==> config.mk <==
export PLATFORM = sky130hd
export DESIGN_NAME = trivium_like_keystream_cipher_core
export DESIGN_NICKNAME = d
export VERILOG_FILES = /design/src/tkc_pkg.sv /design/src/trivium_like_keystream_cipher_core.sv
export SDC_FILE = /design/constraint.sdc
export NUM_CORES = 1
export LEC_CHECK = 0
export BUFFER_PORTS_ARGS = -buffer_cell sky130_fd_sc_hd__clkbuf_2
export CELL_PAD_IN_SITES_DETAIL_PLACEMENT = 0
export CELL_PAD_IN_SITES_GLOBAL_PLACEMENT = 1
export CORE_MARGIN = 10
export CORE_UTILIZATION = 33
export DETAILED_ROUTE_END_ITERATION = 12
export PLACE_DENSITY_LB_ADDON = 0.2
export SYNTH_ARGS = -nofsm -noshare
export SYNTH_HDL_FRONTEND = slang
export SYNTH_SLANG_ARGS = --single-unit
==> constraint.sdc <==
create_clock -name clk -period 5.2 [get_ports clk]
set_input_delay 0.26 -clock clk [delete_from_list [all_inputs] [get_ports clk]]
set_output_delay 0.26 -clock clk [all_outputs]
set_load 0.005 [all_outputs]
==> src/tkc_pkg.sv <==
// Shared types, constants and round function for the keystream cipher core.
// No dependencies; imported by the core.
`default_nettype none

package tkc_pkg;

  // Register lengths, default warm-up length and configuration widths
  localparam int unsigned A_LEN          = 93;
  localparam int unsigned B_LEN          = 84;
  localparam int unsigned C_LEN          = 111;
  localparam int unsigned WARMUP_DEFAULT = 1152;
  localparam int unsigned CFG_W          = 64;
  localparam int unsigned HALF_KEY_W     = 16;

  // Configuration register indexes
  localparam logic [1:0] CFG_KEY_LOW  = 2'd0;
  localparam logic [1:0] CFG_KEY_HIGH = 2'd1;
  localparam logic [1:0] CFG_IV_LOW   = 2'd2;
  localparam logic [1:0] CFG_IV_HIGH  = 2'd3;

  typedef struct packed {
    logic [A_LEN-1:0] a;
    logic [B_LEN-1:0] b;
    logic [C_LEN-1:0] c;
  } tkc_state_t;

  // Keystream bit of the current state
  function automatic logic tkc_ks_bit(input tkc_state_t s);
    logic ta, tb, tc;
    ta = s.a[65] ^ (s.a[90] & s.a[91]) ^ s.a[92];
    tb = s.b[68] ^ (s.b[81] & s.b[82]) ^ s.b[83];
    tc = s.c[65] ^ (s.c[108] & s.c[109]) ^ s.c[110];
    return ta ^ tb ^ tc;
  endfunction

  // One round: shift every register left, feed back the crossed taps
  function automatic tkc_state_t tkc_round(input tkc_state_t s);
    logic ta, tb, tc;
    tkc_state_t n;
    ta  = s.a[65] ^ (s.a[90] & s.a[91]) ^ s.a[92];
    tb  = s.b[68] ^ (s.b[81] & s.b[82]) ^ s.b[83];
    tc  = s.c[65] ^ (s.c[108] & s.c[109]) ^ s.c[110];
    n.a = {s.a[A_LEN-2:0], s.a[68] ^ tc};
    n.b = {s.b[B_LEN-2:0], s.b[77] ^ ta};
    n.c = {s.c[C_LEN-2:0], s.c[86] ^ tb};
    return n;
  endfunction

endpackage

`default_nettype wire

==> src/trivium_like_keystream_cipher_core.sv <==
// A request without restart runs eight rounds on the current state, then hands off
// its result; with restart the core first loads key/IV and runs the warm-up.
// No new request is taken until the last result is handed off, which waits while
// a result is stalled; the single round unit does one round per cycle.
// Reset (rst, synchronous): cipher state, key and IV clear to zero; core goes idle.
// Depends on tkc_pkg.
`default_nettype none

module trivium_like_keystream_cipher_core
  import tkc_pkg::*;
#(
  parameter int unsigned WARMUP_ROUNDS = WARMUP_DEFAULT
) (
  input  wire logic             clk,
  input  wire logic             rst,
  // configuration write port
  input  wire logic             cfg_we,
  input  wire logic [1:0]       cfg_index,
  input  wire logic [CFG_W-1:0] cfg_data,
  // input requests
  input  wire logic             in_valid,
  output logic                  in_ready,
  input  wire logic             restart,
  input  wire logic [7:0]       data_byte,
  // results
  output logic                  out_valid,
  input  wire logic             out_ready,
  output logic [7:0]            cipher_byte
);

  localparam int unsigned CNT_W = $clog2(WARMUP_ROUNDS + 2);

  localparam logic [1:0] ST_IDLE = 2'd0;
  localparam logic [1:0] ST_WARM = 2'd1;
  localparam logic [1:0] ST_BYTE = 2'd2;
  localparam logic [1:0] ST_DONE = 2'd3;

  logic [1:0]            state;
  logic [CNT_W-1:0]      warm_cnt;
  logic [2:0]            bit_cnt;
  logic [7:0]            data;
  logic [7:0]            ks;
  tkc_state_t            cs;
  tkc_state_t            cs_round;
  tkc_state_t            cs_load;
  logic                  ks_bit;
  logic [CFG_W-1:0]      key_low, iv_low;
  logic [HALF_KEY_W-1:0] key_high, iv_high;
  logic                  out_free;

  // Configuration registers
  always_ff @(posedge clk) begin
    if (rst) begin
      key_low  <= '0;
      key_high <= '0;
      iv_low   <= '0;
      iv_high  <= '0;
    end else if (cfg_we) begin
      unique case (cfg_index)
        CFG_KEY_LOW:  key_low  <= cfg_data;
        CFG_KEY_HIGH: key_high <= cfg_data[HALF_KEY_W-1:0];
        CFG_IV_LOW:   iv_low   <= cfg_data;
        CFG_IV_HIGH:  iv_high  <= cfg_data[HALF_KEY_W-1:0];
        default: ;
      endcase
    end
  end

  // Shared round unit and load value
  assign cs_round  = tkc_round(cs);
  assign ks_bit    = tkc_ks_bit(cs);
  assign cs_load.a = {(A_LEN - HALF_KEY_W - CFG_W)'(0), iv_high, iv_low};
  assign cs_load.b = {(B_LEN - HALF_KEY_W - CFG_W)'(0), key_high, key_low};
  assign cs_load.c = {3'b111, (C_LEN - 3)'(0)};

  assign in_ready = (state == ST_IDLE);
  assign out_free = !out_valid || out_ready;

  // Sequencer: on restart load and warm up, then run eight rounds, hand off the byte
  always_ff @(posedge clk) begin
    if (rst) begin
      state    <= ST_IDLE;
      cs       <= '0;
      warm_cnt <= '0;
      bit_cnt  <= '0;
    end else begin
      unique case (state)
        ST_IDLE: begin
          if (in_valid) begin
            bit_cnt  <= '0;
            warm_cnt <= '0;
            if (restart) begin
              cs    <= cs_load;
              state <= (WARMUP_ROUNDS == 0) ? ST_BYTE : ST_WARM;
            end else begin
              state <= ST_BYTE;
            end
          end
        end
        ST_WARM: begin
          cs       <= cs_round;
          warm_cnt <= warm_cnt + 1'b1;
          if (warm_cnt == CNT_W'(WARMUP_ROUNDS - 1)) begin
            state <= ST_BYTE;
          end
        end
        ST_BYTE: begin
          cs      <= cs_round;
          bit_cnt <= bit_cnt + 1'b1;
          if (bit_cnt == 3'd7) begin
            state <= ST_DONE;
          end
        end
        ST_DONE: begin
          if (out_free) begin
            state <= ST_IDLE;
          end
        end
        default: state <= ST_IDLE;
      endcase
    end
  end

  // Capture the data byte and collect keystream bits, first one at the MSB
  always_ff @(posedge clk) begin
    if (state == ST_IDLE && in_valid) begin
      data <= data_byte;
    end
    if (state == ST_BYTE) begin
      ks <= {ks[6:0], ks_bit};
    end
  end

  // Output register
  always_ff @(posedge clk) begin
    if (rst) begin
      out_valid <= 1'b0;
    end else if (state == ST_DONE && out_free) begin
      out_valid <= 1'b1;
    end else if (out_ready) begin
      out_valid <= 1'b0;
    end
  end

  always_ff @(posedge clk) begin
    if (state == ST_DONE && out_free) begin
      cipher_byte <= data ^ ks;
    end
  end

endmodule

`default_nettype wire

==> results.toml, run 1 <==
[sta]
finalHoldViolations = 0
fin_crit_ps = 3140
fin_ws_ps = 2060
maxSlewHeadroom = 0.117
setup_tns_ps = 0
finClkSkew_ps = 15.0
fmax_ghz = 0.318
worst_slew_pin_slew_ps = 1320
rsz0062_at_grt = "no"
fin_crit_sh = 0.604
slew_violations = 0
setup_viol = 0

[worst_setup_path]
r2r-end = "cs[197]"
cp-startpoint = "state[1]"
crit_fanout = 56
cp.depth = 6
arrival_ps = 3630
crit_type = "reg -> reg"
worst-r2r-setup-slack_ps = 2060
crit_chain = "inv_1, ha_4, buf_4, buf_4, mux2i_1, a211oi_1"
r2r-start = "state[1]"
endpoint = "cs[197]"
slowest_stage = "buf_4"
slowest_delay_ps = 820
worst_path_dominant_cell_family = "buffers and inverters"
cpMostUsedCell = "buf_4"
end_kind = "register"
cp-start-kind = "register"
r2r_cells = 6
cp_data_required_time_ps = 5680
path_buf_inv = 3

[floorplan]
core_area_um2 = 56500
die_w_um = 259
start_util = 0.334
dieHeight_um = 259
die-area_um2 = 67100
placementRows = 87
io_pins = 90

[logic_synthesis]
synth_fp_nets = 2220
yosys_warnings = 0
synthTopCellsByArea = "dfxtp_1 49%, nand2_1 9.1%, mux2i_1 8.5%"
synth_area_leader_cell = "dfxtp_1"
syn-cell-area_um2 = 18900
synth_edf_count = 24
async_flop_share = 0
synth_cell_types = 46
yosysTopAreaCellShare = 0.494
synth-main-ff-cell = "dfxtp_1"
synthCells = 2133
ys_ff_latch = 489
seq_area_frac_synth = 0.532
avgSynthCellArea_um2 = 8.84

[global_route]
antenna_found_initial = 3
grt_pass1_wl_um = 73300
grt_use_total = 0.128
grt_pass1_vias = 13931
gr-total-overflow = 0
grt_start_max_net_pins = 215

[clocking]
cts_buffers = 55
cts_resized = 0
cts_tree = "yes"
cts-root-buf = "clkbuf_16"
clk_latency_ps = 590
clock_path_buffers = 3
clkTransAtPathRegs_ps = 60
post_cts_buffers = 0
cts.sinks = 489
h-tree-depth = 2

[layout]
layout-drive-gt1-share = 0.0876
nNetsFinal = 2274
seq_area_um2 = 10000
area_delta_synth_final_pct = 17.0
finalInstanceArea_um2 = 22100
final_common_cell = "dfxtp_1"
layout.cells.non_filler = 2985
multi_input_area_um2 = 7990
fillCellCount = 5724
mostFrequentLayoutCells = "465 x dfxtp_1, 458 x nand2_1, 289 x a21oi_1"

[placement]
place_inst = 2813
dp_slack_ps = 2040
place_congestion = 0.689
port-buffer-count = 89
post-dp-hpwl_um = 24100
dpl-instance-area_um2 = 19700

[pwr]
vdd_ir_drop_max_mv = 0.733
power_density_nw_per_um2 = 573
power.leakage_nw = 7.51
finalPower_mw = 12.6

[flow_run]
max_cap_violations = 0

[detailed_routing]
dr.first_iter.drc_count = 903
first_pass_iters = 5
ant_nets = 0
wl_um = 43400
num_vias = 14458
drcViolationCount = 0
wl_per_cell_um = 14.5
detail_route.vias_per_cell = 4.84

[hold_path]
hold_class = "in -> reg"

[status]
status = "completed"
==> worst reg2reg max path: stages (launching register included) <==
cell and delay [ps]:
dfxtp_1 370, inv_1 120, ha_4 730, buf_4 530
buf_4 830, mux2i_1 200, a211oi_1 270
==> area by class of cell <==
class                           instances  share of cell area
Sequential cell                       489               0.455
Multi-Input combinational cell       1451               0.362
Clock buffer                           79              0.0692
Timing Repair Buffer                  179              0.0624
Tap cell                              756              0.0429
Clock inverter                         18             0.00675
Inverter                               11             0.00187
Antenna cell                            2            0.000227
==> layer usage <==
metal / share of wire / track usage / wire length, um / up-vias
li1: - / - / - / 7433
met1: 0.49 / 0.175 / 21300 / 6835
met2: 0.46 / 0.201 / 20000 / 138
met3: 0.031 / 0.0237 / 1350 / 50
met4: 0.017 / 0.0371 / 740 / 2
met5: 0.00016 / 0 / 7 / -
==> stage by stage <==
stage                     hold WS [ps]  utilization
after CTS                         41.6        0.390
after detailed placement           439        0.348
after global placement             438        0.348
after floorplan                    359            -
final                             76.0        0.391
after global routing              57.5        0.391
==> how the worst min path moves through the flow <==
stage	startpoint	endpoint	slack, ps	cells after the start
global placement	data_byte[6]	data[6]	440	1
floorplan	data_byte[0]	data[0]	360	0
CTS	restart	state[1]	40	4
global route	restart	state[1]	60	4
finish	restart	state[1]	80	4
detailed placement	data_byte[0]	data[0]	440	1
==> registers in the layout, indices dropped and copies added (netlist names) <==
register / count
bit_cnt: 3
state: 2
warm_cnt: 11
iv_low: 64
key_low: 64
cs: 288
out_valid: 1
iv_high: 16
cipher_byte: 8
key_high: 16
ks: 8
data: 8
==> cells in the mapped netlist (15+ instances only) <==
cell type  count
dfxtp_1      465
nor2_1       178
nand3_1      130
buf_2        108
a211oi_1     157
edfxtp_1      24
a21oi_1      289
mux2i_1      160
xnor2_1       15
clkbuf_1      69
nand2_1      458
==> cell families (layout without fill, tap and decap cells) <==
group / Yosys count / count (layout) / share of synthesized area
AOI/OAI and AO/OA: 466 / 466 / 0.149
xor gates and xnor gates: 25 / 25 / 0.0116
adders and majority gates: 7 / 7 / 0.00465
buffers and inverters: 193 / 287 / 0.0464
DFF: 489 / 489 / 0.532
muxes: 160 / 160 / 0.0849
other: 0 / 2 / 0
and+or+nand+nor: 793 / 793 / 0.172
==> power by group <==
group	total [mW]	internal [mW]	switching [mW]
clock network	3.65	2.12	1.52
registers	4.79	4.46	0.337
logic	4.19	1.48	2.71
==> timing repair <==
item | in CTS | in global routing
hold buffers | 73 | 0
endpoints found under the setup margin | 0 | 0
hold endpoints to repair | 168 | 0
No activity file was read; power rests on OpenSTA's default activity.
==> inputs of run 2 (changes only) <==
clock period = 2.8 ns   (was 5.2 ns; I/O delays follow)
==> run 2 against run 1 <==
Compared with the run above: final cell count barely moved; wire length fell by 0.56%; count of clock-buffer cells in the layout grew 7; combinational power increased by 90%; sequential share of layout area shrank 0.24 points; largest power group unchanged; non-clock buffer count grew 11; clock skew rose by 4.5 ps; setup slack worse by 1500 ps; maximum frequency rose by 38%; sequential cell count unchanged; power rose by 86%.
==> results.toml, run 2 (synthesis results as in run 1) <==
[layout]
layout.cells.non_filler = 2987
n_antenna_cell = 0
layout-drive-gt1-share = 0.0879
largest_registers = "cs (288), iv_low (64), key_low (64)"
final_common_cell = "dfxtp_1"
finalInstanceArea_um2 = 22200
fillCellCount = 5689
largest_reg_flops = 288
nNetsFinal = 2284
top_register = "cs"
mostFrequentLayoutCells = "465 x dfxtp_1, 458 x nand2_1, 289 x a21oi_1"
finish.utilization = 0.393
area_delta_synth_final_pct = 17.6

[global_route]
antenna_found_initial = 0
busiest_layer = "met2"
met3_usage = 0.0224
grt_start_max_net_pins = 156
grt_util_met2 = 0.209
grt_pass1_vias = 14133
grt_pass1_wl_um = 73200
gr-total-overflow = 0
use_met1 = 0.168
grt_use_total = 0.128

[worst_setup_path]
cp_data_required_time_ps = 3330
r2r-end = "cs[43]"
slowest_delay_ps = 480
slowest_stage = "o21ai_4"
worst-r2r-setup-slack_ps = 520
arrival_ps = 2810
crit_type = "reg -> reg"
crit_fanout = 109
cp-start-kind = "register"
crit_chain = "inv_1, ha_4, inv_2, o21ai_4, buf_12, nand3_1, a21oi_1"
r2r-start = "state[1]"
end_kind = "register"
r2r_cells = 7

[floorplan]
start_util = 0.334
core_area_um2 = 56500
placementRows = 87
die_w_um = 259
dieHeight_um = 259
io_pins = 90
die-area_um2 = 67100

[hold_path]
hold_path_depth = 4
hold_class = "in -> reg"
min_to = "iv_low[16]"
min_from = "cfg_index[0]"

[detailed_routing]
wl_um = 43200
dr.first_iter.drc_count = 884
drcViolationCount = 0
first_pass_iters = 5
wl_per_cell_um = 14.4
num_vias = 14439
detail_route.vias_per_cell = 4.83
ant_nets = 0

[clocking]
cts_buffers = 54
clkTransAtPathRegs_ps = 60
post_cts_buffers = 0
cts-root-buf = "clkbuf_16"
clk_latency_ps = 600
cts_tree = "yes"
cts_resized = 0
cts.sinks = 489
clock_path_buffers = 3
h-tree-depth = 2

[sta]
rsz0062_at_grt = "no"
worst_slew_pin_slew_ps = 1140
fin_crit_sh = 0.815
finClkSkew_ps = 19.4
setup_viol = 0
finalHoldViolations = 0
fin_crit_ps = 2280
slew_violations = 0
fmax_ghz = 0.438
maxSlewHeadroom = 0.238
setup_tns_ps = 0

[placement]
place_congestion = 0.710
port-buffer-count = 89
dpl-instance-area_um2 = 19800
place_inst = 2822
post-dp-hpwl_um = 24100

[flow_run]
max_cap_violations = 0

[pwr]
power_density_nw_per_um2 = 1060
vdd_ir_drop_max_mv = 1.70
power.leakage_nw = 7.57

[status]
status = "completed"
-- run 2: changes by cell type in the layout (fill, tap and decap cells not counted) --
cell	before	now
diode_2	2	0
clkbuf_1	18	22
clkinv_1	3	0
buf_4	12	13
dlygate4sd3_1	73	75
buf_12	5	13
clkinv_2	9	2
clkbuf_8	6	9
bufinv_16	2	0
clkinvlp_4	2	0
-- run 2: final cells by class --
| class | count | area [um2] | share of cell area |
|---|---|---|---|
| sequential | 489 | 10000 | 0.452 |
| multi-input combinational | 1451 | 7990 | 0.360 |
| clock buffer | 86 | 1580 | 0.0714 |
| inverter | 11 | 41.3 | 0.00186 |
| clock inverter | 4 | 27.5 | 0.00124 |
| timing repair buffer | 190 | 1560 | 0.0705 |
| tap | 756 | 946 | 0.0426 |
-- run 2: worst max-delay path by stage --
| stage | startpoint | end | slack [ps] | cells past startpoint |
|---|---|---|---|---|
| CTS | state[0] | cs[95] | 500 | 7 |
| detailed placement | state[0] | cs[50] | 520 | 7 |
| floorplan | state[0] | cs[119] | 1050 | 8 |
| global placement | state[0] | cs[96] | 560 | 7 |
| global route | state[0] | cs[133] | 320 | 7 |
| finish | state[1] | cs[43] | 520 | 7 |
-- run 2: per-layer routing --
layer / share of wire / wire length (um)
met1: 0.48 / 20800
met2: 0.46 / 19900
met3: 0.033 / 1440
met4: 0.024 / 1030
met5: 0 / 0
-- run 2: where the power goes --
group	total (mW)	internal (mW)	switching [mW]
Combinational	7.97	2.90	5.08
Sequential	8.89	8.27	0.613
Clock	6.58	3.82	2.76
Total	23.4	15.0	8.45
-- run 2: critical path: cells and delay by family (launching register included) --
family / cells / cell delay [ps]
adder cells (fa/ha/maj): 1 / 330
buffers and inverters: 3 / 620
AO/OA/AOI/OAI: 2 / 670
flip-flops: 1 / 370
AND/OR/NAND/NOR: 1 / 140
-- run 2: metrics by stage --
step | worst slack, ps | power [mW] | hold slack [ps]
after floorplan | 1050 | 15.3 | 239
after global routing | 316 | 25.1 | 92.8
after CTS | 497 | 23.8 | 47.8
after global placement | 555 | 17.0 | 318
final | 518 | 23.4 | 83.6
after detailed placement | 520 | 17.1 | 320
-- run 2: repair_timing --
item | in CTS | in global routing
hold buffers | 75 | 0
hold endpoints to repair | 216 | 0
endpoints found under the setup margin | 0 | 0
